**config.mk**
```make
export PLATFORM = sky130hd
export DESIGN_NAME = crc16_frame_generate_check_unit_flat
export DESIGN_NICKNAME = d
export VERILOG_FILES = /design/src/crc16_pkg.sv /design/src/crc16_ifs.sv /design/src/crc16_frame_generate_check_unit.sv /design/src/crc16_in_stage.sv /design/src/crc16_engine.sv /design/src/flat_wrapper.sv
export SDC_FILE = /design/constraint.sdc
export NUM_CORES = 1
export LEC_CHECK = 0
export ABC_AREA = 1
export CORE_UTILIZATION = 60
export CTS_BUF_LIST = sky130_fd_sc_hd__clkbuf_8
export DETAILED_ROUTE_END_ITERATION = 10
export DONT_BUFFER_PORTS = 1
export PLACE_DENSITY_LB_ADDON = 0.3
export SLEW_MARGIN = 20
export SYNTH_ARGS = -nofsm -noshare
export SYNTH_HDL_FRONTEND = slang
export SYNTH_SLANG_ARGS = --single-unit
```
**constraint.sdc**
```tcl
create_clock -name clk -period 7.5 [get_ports clk]
set_clock_uncertainty 0.2 [all_clocks]
set_input_delay 0.375 -clock clk [delete_from_list [all_inputs] [get_ports clk]]
set_output_delay 0.375 -clock clk [all_outputs]
set_load 0.01 [all_outputs]
```
**src/crc16_pkg.sv**
```systemverilog
// Shared types, codes and the CRC-16 byte update for the frame CRC unit.
package crc16_pkg;

  localparam logic [15:0] CRC_INIT = 16'hFFFF;
  localparam logic [15:0] CRC_POLY = 16'hA001;

  // Result kinds.
  typedef enum logic [1:0] {
    KIND_ECHO    = 2'd0,
    KIND_CRC     = 2'd1,
    KIND_VERDICT = 2'd2
  } kind_t;

  // Verdict codes.
  typedef enum logic [1:0] {
    ST_OK       = 2'd0,
    ST_MISMATCH = 2'd1,
    ST_SHORT    = 2'd2
  } status_t;

  // Frame modes.
  typedef enum logic {
    MODE_GEN   = 1'b0,
    MODE_CHECK = 1'b1
  } mode_t;

  // One input item as held in the input register.
  typedef struct packed {
    logic [7:0] data_byte;
    logic       last_byte;
    logic       mode;
  } in_item_t;

  // Handshake between the input register and the engine.
  typedef struct packed {
    logic     valid;
    in_item_t item;
  } in_hold_t;

  // Fold one byte into the reflected CRC register, one bit per step.
  function automatic logic [15:0] crc_feed(input logic [15:0] crc, input logic [7:0] b);
    logic [15:0] r;
    r = crc ^ {8'h00, b};
    for (int k = 0; k < 8; k++) begin
      if (r[0]) begin
        r = (r >> 1) ^ CRC_POLY;
      end else begin
        r = r >> 1;
      end
    end
    return r;
  endfunction

  // Swap into line order: register low byte is sent first.
  function automatic logic [15:0] sent_order(input logic [15:0] crc);
    return {crc[7:0], crc[15:8]};
  endfunction

endpackage

```
**src/crc16_ifs.sv**
```systemverilog
// Valid/ready channel interfaces for the byte input and the result output.
interface crc16_in_if;
  logic       valid;
  logic       ready;
  logic [7:0] data_byte;
  logic       last_byte;
  logic       mode;

  modport source (output valid, output data_byte, output last_byte, output mode,
                  input ready);
  modport sink   (input valid, input data_byte, input last_byte, input mode,
                  output ready);
endinterface

interface crc16_out_if;
  logic                valid;
  logic                ready;
  crc16_pkg::kind_t    out_kind;
  logic [7:0]          out_byte;
  crc16_pkg::status_t  status;
  logic [15:0]         crc_value;
  logic                last_result;

  modport source (output valid, output out_kind, output out_byte, output status,
                  output crc_value, output last_result, input ready);
  modport sink   (input valid, input out_kind, input out_byte, input status,
                  input crc_value, input last_result, output ready);
endinterface

```
**src/crc16_frame_generate_check_unit.sv**
```systemverilog
// Top level of the Modbus CRC-16 frame generator and checker.
// Usage:
//   in_ch carries one frame byte per item with a last flag; the mode bit
//   (0 generate, 1 check) is sampled on the first byte of each frame.
//   out_ch carries results. In generate mode every byte is echoed and,
//   after the last byte, the two CRC bytes follow (register low byte first).
//   In check mode only the last byte yields a result: a verdict of ok,
//   mismatch or too short, with the CRC computed over the payload.
// Timing:
//   An item passes through an input register and then the result
//   register before its first result is shown.
//   One item per cycle is sustained while out_ch is ready; the last
//   byte of a generate frame holds the result register for its echo and
//   both CRC bytes, and input is held off until the CRC bytes are sent.
// Reset (rst_n low, synchronous) empties both registers and closes any
// open frame. When the receiver stalls the result holds, one more item
// waits in the input register and then in_ch.ready drops.
module crc16_frame_generate_check_unit (
  input  logic        clk,
  input  logic        rst_n,
  crc16_in_if.sink    in_ch,
  crc16_out_if.source out_ch
);

  crc16_pkg::in_hold_t hold;
  logic                take;

  crc16_in_stage u_in_stage (
    .clk   (clk),
    .rst_n (rst_n),
    .in_ch (in_ch),
    .take  (take),
    .hold  (hold)
  );

  crc16_engine u_engine (
    .clk    (clk),
    .rst_n  (rst_n),
    .hold   (hold),
    .take   (take),
    .out_ch (out_ch)
  );

endmodule

```
**src/crc16_in_stage.sv**
```systemverilog
// Input register: holds one accepted byte item until the engine takes it.
module crc16_in_stage (
  input  logic                clk,
  input  logic                rst_n,
  crc16_in_if.sink            in_ch,
  input  logic                take,
  output crc16_pkg::in_hold_t hold
);

  logic                valid_r;
  logic                valid_nxt;
  crc16_pkg::in_item_t item_r;

  // Free when empty or when the held item leaves this cycle
  assign in_ch.ready = !valid_r || take;

  always_comb begin
    valid_nxt = valid_r;
    if (in_ch.valid && in_ch.ready) begin
      valid_nxt = 1'b1;
    end else if (take) begin
      valid_nxt = 1'b0;
    end
  end

  always_ff @(posedge clk) begin
    if (!rst_n) begin
      valid_r <= 1'b0;
    end else begin
      valid_r <= valid_nxt;
    end
  end

  // Capture the payload on acceptance
  always_ff @(posedge clk) begin
    if (in_ch.valid && in_ch.ready) begin
      item_r.data_byte <= in_ch.data_byte;
      item_r.last_byte <= in_ch.last_byte;
      item_r.mode      <= in_ch.mode;
    end
  end

  assign hold.valid = valid_r;
  assign hold.item  = item_r;

endmodule

```
**src/crc16_engine.sv**
```systemverilog
// Frame state, CRC update and result register with the appended CRC byte sequence.
module crc16_engine (
  input  logic                clk,
  input  logic                rst_n,
  input  crc16_pkg::in_hold_t hold,
  output logic                take,
  crc16_out_if.source         out_ch
);

  // Frame state
  logic [15:0] crc_r, crc_nxt;
  logic [15:0] held_r, held_nxt;
  logic [1:0]  seen_r, seen_nxt;
  logic        mode_r, mode_nxt;
  logic        in_frame_r, in_frame_nxt;

  // Appended CRC bytes still to send, and the value they come from
  logic [1:0]  pend_r, pend_nxt;
  logic [15:0] cv_hold_r, cv_hold_nxt;

  // Result register
  logic                out_valid_r, out_valid_nxt;
  crc16_pkg::kind_t    kind_r, kind_nxt;
  logic [7:0]          byte_r, byte_nxt;
  crc16_pkg::status_t  status_r, status_nxt;
  logic [15:0]         crcv_r, crcv_nxt;
  logic                last_r, last_nxt;

  // Per-item working values
  logic        out_free;
  logic        emit_crc;
  logic        fm;
  logic [15:0] crc_base;
  logic [15:0] held_base;
  logic [1:0]  seen_base;
  logic [7:0]  feed_byte;
  logic [15:0] crc_fed;
  logic [15:0] crc_new;
  logic [15:0] cv;
  logic        too_short;

  assign out_free = !out_valid_r || out_ch.ready;
  assign take     = hold.valid && (pend_r == 2'd0) && out_free;
  assign emit_crc = (pend_r != 2'd0) && out_free;

  // Work out the frame update for the held item
  always_comb begin
    fm        = in_frame_r ? mode_r : hold.item.mode;
    crc_base  = in_frame_r ? crc_r : crc16_pkg::CRC_INIT;
    held_base = in_frame_r ? held_r : 16'h0000;
    seen_base = in_frame_r ? seen_r : 2'd0;
    too_short = (seen_base == 2'd0);
    feed_byte = (fm == crc16_pkg::MODE_CHECK) ? held_base[15:8] : hold.item.data_byte;
    crc_fed   = crc16_pkg::crc_feed(crc_base, feed_byte);
    if (fm == crc16_pkg::MODE_GEN || seen_base == 2'd2) begin
      crc_new = crc_fed;
    end else begin
      crc_new = crc_base;
    end
    cv = crc16_pkg::sent_order(crc_new);
  end

  // Next state of frame, pending bytes and result register
  always_comb begin
    crc_nxt       = crc_r;
    held_nxt      = held_r;
    seen_nxt      = seen_r;
    mode_nxt      = mode_r;
    in_frame_nxt  = in_frame_r;
    pend_nxt      = pend_r;
    cv_hold_nxt   = cv_hold_r;
    out_valid_nxt = out_valid_r;
    kind_nxt      = kind_r;
    byte_nxt      = byte_r;
    status_nxt    = status_r;
    crcv_nxt      = crcv_r;
    last_nxt      = last_r;

    // Drop a delivered result
    if (out_valid_r && out_ch.ready) begin
      out_valid_nxt = 1'b0;
    end

    if (emit_crc) begin
      // Send the appended CRC, first-sent byte first
      out_valid_nxt = 1'b1;
      kind_nxt      = crc16_pkg::KIND_CRC;
      status_nxt    = crc16_pkg::ST_OK;
      crcv_nxt      = cv_hold_r;
      if (pend_r == 2'd2) begin
        byte_nxt = cv_hold_r[15:8];
        last_nxt = 1'b0;
      end else begin
        byte_nxt = cv_hold_r[7:0];
        last_nxt = 1'b1;
      end
      pend_nxt = pend_r - 2'd1;
    end else if (take) begin
      if (fm == crc16_pkg::MODE_GEN) begin
        // Echo the byte; queue the CRC bytes after the last one
        out_valid_nxt = 1'b1;
        kind_nxt      = crc16_pkg::KIND_ECHO;
        byte_nxt      = hold.item.data_byte;
        status_nxt    = crc16_pkg::ST_OK;
        crcv_nxt      = cv;
        last_nxt      = 1'b0;
        if (hold.item.last_byte) begin
          pend_nxt    = 2'd2;
          cv_hold_nxt = cv;
        end
      end else if (hold.item.last_byte) begin
        // Verdict on the trailing pair
        out_valid_nxt = 1'b1;
        kind_nxt      = crc16_pkg::KIND_VERDICT;
        byte_nxt      = 8'h00;
        crcv_nxt      = cv;
        last_nxt      = 1'b1;
        if (too_short) begin
          status_nxt = crc16_pkg::ST_SHORT;
        end else if ({held_base[7:0], hold.item.data_byte} == cv) begin
          status_nxt = crc16_pkg::ST_OK;
        end else begin
          status_nxt = crc16_pkg::ST_MISMATCH;
        end
      end

      // Advance or close the frame
      if (hold.item.last_byte) begin
        crc_nxt      = crc16_pkg::CRC_INIT;
        held_nxt     = 16'h0000;
        seen_nxt     = 2'd0;
        mode_nxt     = crc16_pkg::MODE_GEN;
        in_frame_nxt = 1'b0;
      end else begin
        crc_nxt      = crc_new;
        held_nxt     = {held_base[7:0], hold.item.data_byte};
        seen_nxt     = (seen_base == 2'd2) ? 2'd2 : seen_base + 2'd1;
        mode_nxt     = fm;
        in_frame_nxt = 1'b1;
      end
    end
  end

  always_ff @(posedge clk) begin
    if (!rst_n) begin
      crc_r       <= crc16_pkg::CRC_INIT;
      held_r      <= 16'h0000;
      seen_r      <= 2'd0;
      mode_r      <= crc16_pkg::MODE_GEN;
      in_frame_r  <= 1'b0;
      pend_r      <= 2'd0;
      out_valid_r <= 1'b0;
    end else begin
      crc_r       <= crc_nxt;
      held_r      <= held_nxt;
      seen_r      <= seen_nxt;
      mode_r      <= mode_nxt;
      in_frame_r  <= in_frame_nxt;
      pend_r      <= pend_nxt;
      out_valid_r <= out_valid_nxt;
    end
  end

  // Result payload and saved CRC
  always_ff @(posedge clk) begin
    cv_hold_r <= cv_hold_nxt;
    kind_r    <= kind_nxt;
    byte_r    <= byte_nxt;
    status_r  <= status_nxt;
    crcv_r    <= crcv_nxt;
    last_r    <= last_nxt;
  end

  assign out_ch.valid       = out_valid_r;
  assign out_ch.out_kind    = kind_r;
  assign out_ch.out_byte    = byte_r;
  assign out_ch.status      = status_r;
  assign out_ch.crc_value   = crcv_r;
  assign out_ch.last_result = last_r;

`ifndef SYNTHESIS
  a_pend_has_output: assert property (@(posedge clk) disable iff (!rst_n)
    (pend_r != 2'd0) |-> out_valid_r)
    else $error("CRC bytes pending with empty result register");

  a_pend_range: assert property (@(posedge clk) disable iff (!rst_n)
    pend_r != 2'd3)
    else $error("pending CRC count out of range");

  a_last_closes: assert property (@(posedge clk) disable iff (!rst_n)
    (take && hold.item.last_byte) |=> (!in_frame_r && seen_r == 2'd0))
    else $error("frame not closed after last byte");

  a_final_crc_done: assert property (@(posedge clk) disable iff (!rst_n)
    (out_valid_r && kind_r == crc16_pkg::KIND_CRC && last_r) |-> (pend_r == 2'd0))
    else $error("final CRC byte shown with bytes still pending");

  a_verdict_zero: assert property (@(posedge clk) disable iff (!rst_n)
    (out_valid_r && kind_r == crc16_pkg::KIND_VERDICT) |-> (byte_r == 8'h00 && last_r))
    else $error("verdict with non-zero byte or not final");
`endif

endmodule
```
**src/flat_wrapper.sv**
```systemverilog
// flat-port wrapper written by rule: the top's interface ports become plain ports
module crc16_frame_generate_check_unit_flat 
  (clk, rst_n, in_ch_valid, in_ch_data_byte, in_ch_last_byte, in_ch_mode, in_ch_ready, out_ch_valid, out_ch_out_kind, out_ch_out_byte, out_ch_status, out_ch_crc_value, out_ch_last_result, out_ch_ready);
  crc16_in_if in_ch_i ();
  crc16_out_if out_ch_i ();
  input  logic clk;
  input  logic rst_n;
  input wire logic [$bits(in_ch_i.valid)-1:0] in_ch_valid;
  input wire logic [$bits(in_ch_i.data_byte)-1:0] in_ch_data_byte;
  input wire logic [$bits(in_ch_i.last_byte)-1:0] in_ch_last_byte;
  input wire logic [$bits(in_ch_i.mode)-1:0] in_ch_mode;
  output wire logic [$bits(in_ch_i.ready)-1:0] in_ch_ready;
  output wire logic [$bits(out_ch_i.valid)-1:0] out_ch_valid;
  output wire logic [$bits(out_ch_i.out_kind)-1:0] out_ch_out_kind;
  output wire logic [$bits(out_ch_i.out_byte)-1:0] out_ch_out_byte;
  output wire logic [$bits(out_ch_i.status)-1:0] out_ch_status;
  output wire logic [$bits(out_ch_i.crc_value)-1:0] out_ch_crc_value;
  output wire logic [$bits(out_ch_i.last_result)-1:0] out_ch_last_result;
  input wire logic [$bits(out_ch_i.ready)-1:0] out_ch_ready;
  assign in_ch_i.valid = in_ch_valid;
  assign in_ch_i.data_byte = in_ch_data_byte;
  assign in_ch_i.last_byte = in_ch_last_byte;
  assign in_ch_i.mode = in_ch_mode;
  assign in_ch_ready = in_ch_i.ready;
  assign out_ch_valid = out_ch_i.valid;
  assign out_ch_out_kind = out_ch_i.out_kind;
  assign out_ch_out_byte = out_ch_i.out_byte;
  assign out_ch_status = out_ch_i.status;
  assign out_ch_crc_value = out_ch_i.crc_value;
  assign out_ch_last_result = out_ch_i.last_result;
  assign out_ch_i.ready = out_ch_ready;
  crc16_frame_generate_check_unit u_core (.clk(clk), .rst_n(rst_n), .in_ch(in_ch_i), .out_ch(out_ch_i));
endmodule
```
Word-level counts from Yosys, hierarchy flattened

Index checks and enable logic that the tools add are counted.

Bitwise gates (word level): 11
Equal/unequal tests: 6
Multiplexer cells: 50
Reductions and logical operators: 21
$add $sub $neg: 2

Operator list:

| cell                                                                | count |
|---|---|
| 16-bit two-way mux                                                  | 17 |
| 8-bit two-way mux                                                   | 6 |
| 2-bit NOT with 3-bit output                                         | 8 |
| 2-bit two-way mux                                                   | 11 |
| 16-bit equality test                                                | 1 |
| 1-bit two-way mux                                                   | 16 |
| 16-bit by 8-bit bitwise XOR with 16-bit output                      | 1 |
| 2-bit nonzero test                                                  | 4 |
| 2-bit AND reduction                                                 | 3 |
| 1-bit logical AND                                                   | 5 |
| 2-bit equality test (second input constant)                         | 2 |
| 2-bit logical NOT                                                   | 2 |
| 4-bit AND reduction                                                 | 1 |
| 1-bit logical OR                                                    | 3 |
| 3-bit by 2-bit != test with 1-bit output (second input constant)    | 1 |
| 3-bit AND reduction                                                 | 1 |
| 2-bit by 1-bit adder with 2-bit output (second input constant)      | 1 |
| 1-bit logical NOT                                                   | 2 |
| 2-bit by 1-bit != test with 1-bit output (second input constant)    | 1 |
| 2-bit != test (second input constant)                               | 1 |
| 1-bit NOT                                                           | 2 |
| 2-bit by 1-bit subtractor with 2-bit output (second input constant) | 1 |

Logic and storage cells: 107
Register bits: 95
Input port bits: 14
Output and inout bits: 31

Depth between registers and ports, before layout

Gate-level depths: netlist of run 1.

Depth after elaboration: 25
Depth in mapped cells: 21
Depth with buffers taken out: 20

Modules after synthesis

Synthesis of run 1 repeated with hierarchy kept, for this count alone.

Cells, all modules: 593
Area total of the unflattened synthesis: 4707.0 sq um

By module, submodules not included:

| module         | cells an instance | instances | seq. area each (sq um) | area each (sq um) |
|---|---|---|---|---|
| crc16_engine   | 575               | 1         | 2092.0                 | 4347.9 |
| crc16_in_stage | 18                | 1         | 320.3                  | 359.1 |

Least setup slack after synthesis of run 1

No wires, ideal clock.

Path type: register to register
Start point: register u_core.u_engine.in_frame_r
End point: register u_core.u_engine.status_r[0] (netlist: u_core.u_engine.out_ch.status[0])
Clock period less this slack: 2.594 ns
Required time: 7.184 ns
Setup time: 0.116 ns
Path slack: 4.906 ns
Arrival: 2.278 ns
Cell stages (with the launch flop): 21
Buffers on the path: 2
Cell sequence: dfxtp_1 > clkbuf_1 > nand2_1 > ha_1 > inv_1 > nand2_2 > buf_6 > inv_2 > nand2_1 > nand3_1 > nand2_1 > nor2_1 > nand2_1 > nor2_1 > nand3_1 > nor2_1 > nand3_1 > nor2_1 > nand3_1 > o21ai_1 > nand2_1

Cells in the longest elaborated chain, start to end: 19
Elaborated cells between the ends (all ways): 34
Classes of those cells: 3 x eq/ne; 18 x mux; 10 x bitwise; 3 x reduce/logical

Ends and longest elaborated chain:

| what                                                                                  | RTL line                               | source |
|---|---|---|
| start: declaration                                                                    | crc16_engine.sv:15                     | `logic in_frame_r, in_frame_nxt;` |
| start signal: assignment                                                              | crc16_engine.sv:158                    | `in_frame_r <= in_frame_nxt;` |
| 16-bit two-way mux / 1-bit two-way mux (equally long branches)                        | crc16_engine.sv:50, crc16_engine.sv:48 |  |
| 8-bit two-way mux                                                                     | crc16_engine.sv:53                     | `feed_byte = (fm == crc16_pkg::MODE_CHECK) ? held_base[15:8] : hold.item.data_byte;` |
| 16-bit by 8-bit bitwise XOR with 16-bit output                                        | crc16_pkg.sv:43                        | `r = crc ^ {8'h00, b};` |
| 16-bit two-way mux / 2-bit NOT with 3-bit output (equally long branches) (2 in a row) | n/a                                    |  |
| 2-bit NOT with 3-bit output (no line) / 16-bit two-way mux (equally long branches)    | n/a                                    |  |
| 16-bit two-way mux / 2-bit NOT with 3-bit output (equally long branches) (3 in a row) | n/a                                    |  |
| 2-bit NOT with 3-bit output (no line) / 16-bit two-way mux (equally long branches)    | n/a                                    |  |
| 16-bit two-way mux / 2-bit NOT with 3-bit output (equally long branches) (2 in a row) | n/a                                    |  |
| 16-bit two-way mux                                                                    | crc16_pkg.sv:45                        | `if (r[0]) begin` |
| 16-bit two-way mux                                                                    | crc16_engine.sv:55                     | `if (fm == crc16_pkg::MODE_GEN \|\| seen_base == 2'd2) begin` |
| 16-bit equality test                                                                  | crc16_engine.sv:120                    | `end else if ({held_base[7:0], hold.item.data_byte} == cv) begin` |
| 1-bit two-way mux                                                                     | crc16_engine.sv:120                    |  |
| 2-bit two-way mux                                                                     | crc16_engine.sv:118                    | `if (too_short) begin` |
| 2-bit two-way mux                                                                     | crc16_engine.sv:111                    | `end else if (hold.item.last_byte) begin` |
| 2-bit two-way mux                                                                     | crc16_engine.sv:99                     | `if (fm == crc16_pkg::MODE_GEN) begin` |
| end signal: assignment                                                                | crc16_engine.sv:169                    | `status_r <= status_nxt;` |
| end: declaration                                                                      | crc16_engine.sv:25                     | `crc16_pkg::status_t status_r, status_nxt;` |

Parallel ways exist; a longest one is shown, timed or not. The select of a mux whose other input is x is not followed.
A chain may end at the register's enable or synchronous reset.

Worst setup path after layout of run 1

Start point: register u_core.u_engine.out_valid_r (netlist: u_core.u_engine.out_ch.valid)
End point: register u_core.u_engine.out_valid_r (netlist: u_core.u_engine.out_ch.valid)

Cells in the longest elaborated chain, start to end: 6
Elaborated cells between the ends (all ways): 10
Classes of those cells: 5 x mux; 5 x reduce/logical

Ends and longest elaborated chain:

| what                     | RTL line            | source |
|---|---|---|
| start: declaration       | crc16_engine.sv:22  | `logic out_valid_r, out_valid_nxt;` |
| start signal: assignment | crc16_engine.sv:160 | `out_valid_r <= out_valid_nxt;` |
| 1-bit logical AND        | crc16_engine.sv:80  | `if (out_valid_r && out_ch.ready) begin` |
| 1-bit two-way mux        | crc16_engine.sv:80  |  |
| 1-bit two-way mux        | crc16_engine.sv:111 |  |
| 1-bit two-way mux        | crc16_engine.sv:99  |  |
| 1-bit two-way mux        | crc16_engine.sv:98  | `end else if (take) begin` |
| 1-bit two-way mux (*)    | crc16_engine.sv:84  | `if (emit_crc) begin` |

Mark *: on every way between the ends. The rest lies on a longest branch, timed or not.

==> summary.txt, run 1 <==
Yosys
  – Yosys warnings: 0
  – Yosys top cell area share: 33.0%
  – Unique masters post-synth: 28
  – Sequential fraction of the synthesis area: 51.9%
  – EDFF count, synth: 51
  – Top_reg_cell synth: edfxtp_1
  – Synth Cell Area: 4640 um^2
  – Avg Cell Area, Syn: 7.70 um^2
  – Async set-reset flop share out of synthesis: 0%
  – Yosys reg bits: 95
  – Syn_nets: 622
  – Gate Count Post-Synth: 603
  – Dominant cells by area after synthesis: edfxtp_1, nand2_1, dfxtp_1
  – Area leader, netlist: edfxtp_1

Detailed routing
  – Drt first pass iters: 7
  – Drt first-iter violations: 402
  – Via-to-Cell Ratio: 5.80
  – Post-route DRC violation count: 0
  – DRT Wirelength: 11200 um
  – Vias post-DR: 4143
  – Antenna violation net count after detailed routing: 0
  – Routed WL per cell: 15.7 um

STA
  – Setup-failing EPs final: 0
  – Endpoints failing hold: 0
  – Slew HR: 33.6%
  – Setup TNS: 0 ns
  – Post-layout minimum cycle time: 4.02 ns
  – Slew @ Worst Pin: 0.994 ns
  – RSZ-0062 raised after global routing: false
  – Final Cycle Share: 53.6%
  – Final slew viol count: 0
  – Fmax: 249 MHz

Critical path
  – Most used cell, CP: inv_1
  – Maximum fanout along the worst path: 26
  – Family with the most delay on the worst path: simple AND/OR/NAND/NOR gates
  – Critical Path Start Type: flop
  – Critical path class: flop to flop
  – WP buf/inv: 4
  – CP arrival: 4.08 ns
  – CP endpoint kind: flop
  – Worst Path Required: 7.56 ns
  – Worst path slowest cell: clkinv_1
  – Worst path max stage delay: 0.73 ns
  – Crit-path cells: inv_1 -> nor2_1 -> inv_1 -> nand3_1 -> clkinv_1 -> o21ai_1 -> nand2_1 -> o21ai_0 -> inv_1

Clocking
  – CTS tree: yes
  – Post_cts resized: 0
  – Sink Count: 95
  – Worst-Skew Late Latency: 0.36 ns
  – Clock transition at path regs: 0.10 ns
  – H-tree depth: 3
  – Clock Path Buffers: 2
  – Root buf cell: clkbuf_8
  – Num CTS Buffers: 9

Power and ir drop
  – VDD IR max: 0.129 mV
  – Overall power: 1.73 mW
  – Power Density: 344 nW/um^2
  – Lkg Pwr: 2.11 nW

Finish
  – Final nets: 629
  – Filler cells: 595
  – Layout cells sized above 1: 4.72%
  – Area taken by multi-input logic gates: 1950 um^2
  – Area Growth Syn to Fin: 8.05%
  – Storage cell area: 2410 um^2
  – Ant. Diodes: 0

Die
  – Die area: 8100 um^2
  – Core Rows: 31
  – Die Width: 90.0 um
  – Initial core utilization: 63.0%
  – Core outline area: 7370 um^2
  – Die Ht: 90.0 um
  – I/O pins: 45

Placed design
  – HPWL Detailed: 8200 um
  – RD Place Congestion: 0.938
  – PortBufs: 0

Global routing
  – Vias in the first global route: 3742
  – Initial antenna violation count: 0
  – Overall global routing resource usage: 29.0%
  – Pin count of the biggest net entering global routing: 28
  – Total grt overflow: 0
  – First-pass GRT wire length: 18400 um

Hold path
  – Tightest Hold Check Type: primary input to flop

Job
  – # Max-Cap Violations: 0

Outcome
  – Status: finished clean
cell usage after synthesis (2+ instances only):
cell type and number:
edfxtp_1 51, dfxtp_1 44, clkbuf_1 14, or2_2 2
nand2_1 244, nand4_1 3, o21ai_0 29, ha_1 5
nor2_1 33, a31oi_1 6, nand2_2 4, inv_1 48
buf_2 3, nand3b_1 4, a21oi_1 24, nand3_1 57
o21ai_1 4, o22ai_1 16, inv_2 3
metal layers:
layer,vias to the layer above,track usage (%),routed length [um],share of wire (%)
met4,0,13.0,339,3.0
met2,228,43.6,4950,44
met1,1879,40.9,4990,44
met3,31,5.75,938,8.4
met5,-,0,0,0
li1,2005,-,-,-
final timing paths:
path,start,endpoint,slack [ns],depth (start not counted)
max,u_core.u_engine.out_ch.valid$_SDFF_PN0_,u_core.u_engine.out_ch.valid$_SDFF_PN0_,3.48,9
min,out_ch_ready,u_core.u_engine.out_ch.valid$_SDFF_PN0_,0.10,3
max reg2reg,u_core.u_engine.out_ch.valid$_SDFF_PN0_,u_core.u_engine.out_ch.valid$_SDFF_PN0_,3.48,9
min reg2reg,u_core.u_engine.pend_r[0]$_SDFFE_PN0P_,u_core.u_engine.pend_r[0]$_SDFFE_PN0P_,0.26,1
logic make-up after synthesis:
kind of cell    count (synthesis)  share of synthesized area (%)
simple gates                  349                           30.8
flops                          95                           51.9
compound gates                 82                           9.62
buf+inv                        71                           6.06
fa+ha+maj                       5                           1.35
xor+xnor                        1                          0.189
tightest hold or removal path, stage by stage:
cell,delay [ns]
nor2_1,0.04
o21ai_0,0.16
inv_1,0.06
stage by stage:
step | cells | instance area, um^2 | utilization, % | hold WS, ns | setup WS, ns
floorplan | 603 | 4640 | - | 0.226 | 4.91
global placement | 686 | 4700 | 63.8 | 0.232 | 3.62
detailed placement | 686 | 4700 | 63.8 | 0.248 | 3.44
CTS | 714 | 5020 | 68.1 | 0.0999 | 3.42
global route | 714 | 5020 | 68.1 | 0.114 | 2.96
finish | 714 | 5020 | 68.1 | 0.105 | 3.48
power breakdown:
part           switching [mW]  total, mW  internal [mW]
Combinational           0.409      0.554          0.145
Sequential             0.0971      0.834          0.737
Clock                   0.184      0.338          0.154
sequential cells by signal (all words and copies together), names as in the netlist:
register	count
u_core.u_engine.in_frame_r	1
u_core.u_engine.out_ch.out_byte	8
u_core.u_in_stage.valid_r	1
u_core.u_engine.crc_r	16
u_core.u_engine.held_r	16
u_core.u_engine.cv_hold_r	16
u_core.u_engine.out_ch.valid	1
u_core.u_engine.out_ch.last_result	1
u_core.u_engine.out_ch.out_kind	2
u_core.u_engine.out_ch.status	2
u_core.u_engine.mode_r	1
u_core.u_in_stage.hold	10
u_core.u_engine.out_ch.crc_value	16
u_core.u_engine.seen_r	2
u_core.u_engine.pend_r	2
layout by cell type, fill, tap and decap left out:
| cell | instances |
|---|---|
| nand2_4 | 1 |
| clkinvlp_4 | 2 |
| buf_4 | 3 |
| o22ai_1 | 16 |
| o21ai_2 | 1 |
| xor2_1 | 1 |
| nand3_2 | 1 |
| clkinv_1 | 3 |
| nand4_1 | 3 |
| a22oi_1 | 1 |
| edfxtp_1 | 51 |
| nand3_1 | 57 |
| inv_2 | 3 |
| or2_2 | 2 |
| nand2_1 | 244 |
| o21ai_1 | 4 |
| a21oi_1 | 24 |
| ha_1 | 5 |
| nand2_2 | 4 |
| clkbuf_8 | 9 |
| a31oi_1 | 6 |
| bufinv_16 | 1 |
| dfxtp_1 | 44 |
| a211oi_1 | 1 |
| nand3b_1 | 4 |
| inv_6 | 2 |
| inv_1 | 48 |
| nor2_1 | 33 |
| o21ai_0 | 29 |
| dlygate4sd3_1 | 12 |
final cells by class:
class | count | area share [%]
Timing Repair Buffer | 15 | 2.84
Clock inverter | 7 | 1.40
Sequential cell | 95 | 48.1
Tap cell | 99 | 2.47
Multi-Input combinational cell | 437 | 38.9
Inverter | 52 | 3.89
Clock buffer | 9 | 2.47
repair_timing:
action	4_1_cts	5_1_grt
hold endpoints to repair	31	0
setup buffers	0	0
hold buffers	12	0
Note: power is estimated with default switching activity, not from simulation.
==> run 2: changes to the inputs <==
- CORE_UTILIZATION: 60 -> 59
- clock period: 7.5 -> 3.55 ns (I/O delays scaled with it)
==> run 2 against run 1 <==
Net effect: utilization up 0.89 points; final cell count grew 0.70%; die area grew 1.7%; maximum frequency is 28% higher; global-route usage grew 1.8 points; clock power rose to 2.7 times the previous value.
==> summary.txt, run 2 (same netlist as run 1, synthesis figures left out) <==
Outcome
  – Status: finished clean

Clocking
  – H-tree depth: 3 (unchanged)
  – Root buf cell: clkbuf_8
  – CTS tree: yes
  – Worst-Skew Late Latency: 0.36 ns (about the same)
  – Clock Path Buffers: 2 (unchanged)
  – Postcts setup bufs: 0 (unchanged)
  – Sink Count: 95 (unchanged)
  – Clock transition at path regs: 0.10 ns (about the same)
  – Num CTS Buffers: 9 (unchanged)

Placed design
  – PortBufs: 0 (unchanged)
  – HPWL Detailed: 9050 um (+10%)
  – RD Place Congestion: 0.972 (+3.6%)

Power and ir drop
  – Net Sw Frac: 37.8% (-2.1 points)
  – Sequential power share: 44.8% (-3.5 points)
  – Combinational fraction of design power: 31.5% (-0.6 points)
  – Overall power: 3.92 mW (+130%)
  – Lkg Pwr: 2.17 nW (+3.3%)
  – P_int: 2.44 mW (+140%)
  – VDD IR max: 0.351 mV (+170%)
  – Clock power share: 23.7% (+4.1 points)
  – Switching pwr: 1.48 mW (+120%)
  – Power Density: 763 nW/um^2 (+120%)

Detailed routing
  – Drt first-iter violations: 406 (+1.0%)
  – Vias post-DR: 4168 (+0.60%)
  – Drt first pass iters: 5 (-2)
  – Routed WL per cell: 16.8 um (+6.8%)
  – DRT Wirelength: 12100 um (+7.6%)
  – Via-to-Cell Ratio: 5.80 (about the same)
  – Post-route DRC violation count: 0 (unchanged)
  – Antenna violation net count after detailed routing: 0 (unchanged)

Critical path
  – Worst Path Required: 3.60 ns (-3.96 ns)
  – R2r worst-path depth: 18 (+9)
  – Maximum fanout along the worst path: 22 (-15%)
  – CP endpoint kind: flop
  – RR Startpoint: u_core.u_engine.in_frame_r$_SDFFE_PN0P_
  – R2R Setup Slk: 0.41 ns (-3.07 ns)
  – Critical Path Start Type: flop
  – Critical path class: flop to flop
  – RR Endpoint: u_core.u_engine.out_ch.status[0]$_SDFFE_PP0P_
  – CP arrival: 3.19 ns (-0.89 ns)

Finish
  – Layout cells sized above 1: 5.81% (+1.1 points)
  – Most common cell after layout, fill and taps aside: nand2_1
  – Ant. Diodes: 0 (unchanged)
  – Most frequent cells in the layout: nand2_1, nand3_1, edfxtp_1
  – Area Growth Syn to Fin: 10.6%
  – Final nets: 635 (+0.95%)

STA
  – Fmax: 318 MHz (+28%)
  – Post-layout minimum cycle time: 3.14 ns (-0.877 ns)
  – Setup TNS: 0 ns (unchanged)
  – Endpoints failing hold: 0 (unchanged)
  – Slew HR: 34.3% (+0.71 points)
  – Final Cycle Share: 88.5% (+35 points)
  – Slew @ Worst Pin: 0.986 ns (-0.00830 ns)
  – RSZ-0062 raised after global routing: false
  – Setup-failing EPs final: 0 (unchanged)
  – Final slew viol count: 0 (unchanged)

Die
  – Core outline area: 7450 um^2 (+1.1%)
  – Die Width: 90.7 um (+0.83%)
  – Initial core utilization: 62.4% (-0.66 points)
  – Die Ht: 90.7 um (+0.83%)
  – I/O pins: 45 (unchanged)
  – Core Rows: 31 (unchanged)
  – Die area: 8230 um^2 (+1.7%)

Global routing
  – Pin count of the biggest net entering global routing: 29 (+3.6%)
  – Vias in the first global route: 3864 (+3.3%)
  – Total grt overflow: 0 (unchanged)
  – Overall global routing resource usage: 30.9% (+1.8 points)
  – Initial antenna violation count: 0 (unchanged)
  – First-pass GRT wire length: 19500 um (+6.1%)

Hold path
  – WHS Path Cells: 2 (-1)
  – Hold path start: rst_n
  – Tightest Hold Check Type: primary input to flop
  – Hold path endpoint: u_core.u_engine.held_r[6]$_SDFFE_PN0P_

Job
  – # Max-Cap Violations: 0 (unchanged)
==> run 2: final cells by class <==
cell class                      instances  area, um^2
Clock inverter                          6         140
Clock buffer                            9         124
Multi-Input combinational cell        437        1950
Inverter                               52         195
Fill cell                             624        2310
Tap cell                               99         124
Timing Repair Buffer                   21         190
Sequential cell                        95        2410
==> run 2: repair_timing <==
action,4_1_cts,5_1_grt
hold buffers,13,0
setup endpoints to repair,0,1
endpoints found under the hold margin,31,0
resized for setup,0,1
==> run 2: worst max-delay path by stage <==
stage                                                 start                                            end  slack, ns  cells after the start
floorplan           u_core.u_engine.in_frame_r$_SDFFE_PN0P_  u_core.u_engine.out_ch.status[0]$_SDFFE_PP0P_       0.96                     20
global placement    u_core.u_engine.in_frame_r$_SDFFE_PN0P_  u_core.u_engine.out_ch.status[0]$_SDFFE_PP0P_       0.50                     16
detailed placement  u_core.u_engine.in_frame_r$_SDFFE_PN0P_  u_core.u_engine.out_ch.status[0]$_SDFFE_PP0P_       0.41                     18
CTS                 u_core.u_engine.in_frame_r$_SDFFE_PN0P_  u_core.u_engine.out_ch.status[0]$_SDFFE_PP0P_       0.38                     18
global route        u_core.u_engine.in_frame_r$_SDFFE_PN0P_  u_core.u_engine.out_ch.status[0]$_SDFFE_PP0P_       0.11                     18
finish              u_core.u_engine.in_frame_r$_SDFFE_PN0P_  u_core.u_engine.out_ch.status[0]$_SDFFE_PP0P_       0.41                     18
==> run 2: critical path: stages, from the launching register on <==
cell     delay (ns)
dfxtp_2        0.40
inv_2          0.33
nand2_4        0.15
nand2_2        0.18
nand2_2        0.28
inv_2          0.32
nand2_1        0.11
nand3_1        0.08
nand2_1        0.05
nor2_1         0.11
nand2_1        0.06
nor2_1         0.09
nand3_1        0.08
nor2_1         0.10
nand3_1        0.10
nor2_1         0.09
nand3_1        0.07
o21ai_1        0.13
nand2_1        0.07
==> run 2: metrics by stage <==
| step | utilization (%) | cells | setup WS (ns) | hold WS [ns] | area, um^2 |
|---|---|---|---|---|---|
| floorplan | - | 603 | 0.956 | 0.0764 | 4640 |
| global placement | 63.7 | 691 | 0.501 | 0.0498 | 4740 |
| detailed placement | 63.7 | 691 | 0.415 | 0.0534 | 4740 |
| CTS | 69.0 | 719 | 0.380 | 0.0842 | 5140 |
| global route | 69.0 | 719 | 0.109 | 0.133 | 5140 |
| finish | 69.0 | 719 | 0.408 | 0.0888 | 5140 |
==> run 2: per-layer routing <==
metal	track usage [%]	wire, um	vias to the layer above
li1	-	-	2012
met1	43.5	5300	1888
met2	46.4	5350	237
met3	6.14	1130	31
met4	12.6	292	0
met5	0	0	-
==> run 2: power groups by stage <==
stage               Combinational, mW  Sequential, mW  Clock [mW]
global placement                 1.15            1.77           0
finish                           1.24            1.76       0.928
global route                     1.39            1.78       0.972
floorplan                       0.882            1.74           0
CTS                              1.22            1.76       0.939
detailed placement               1.20            1.78           0
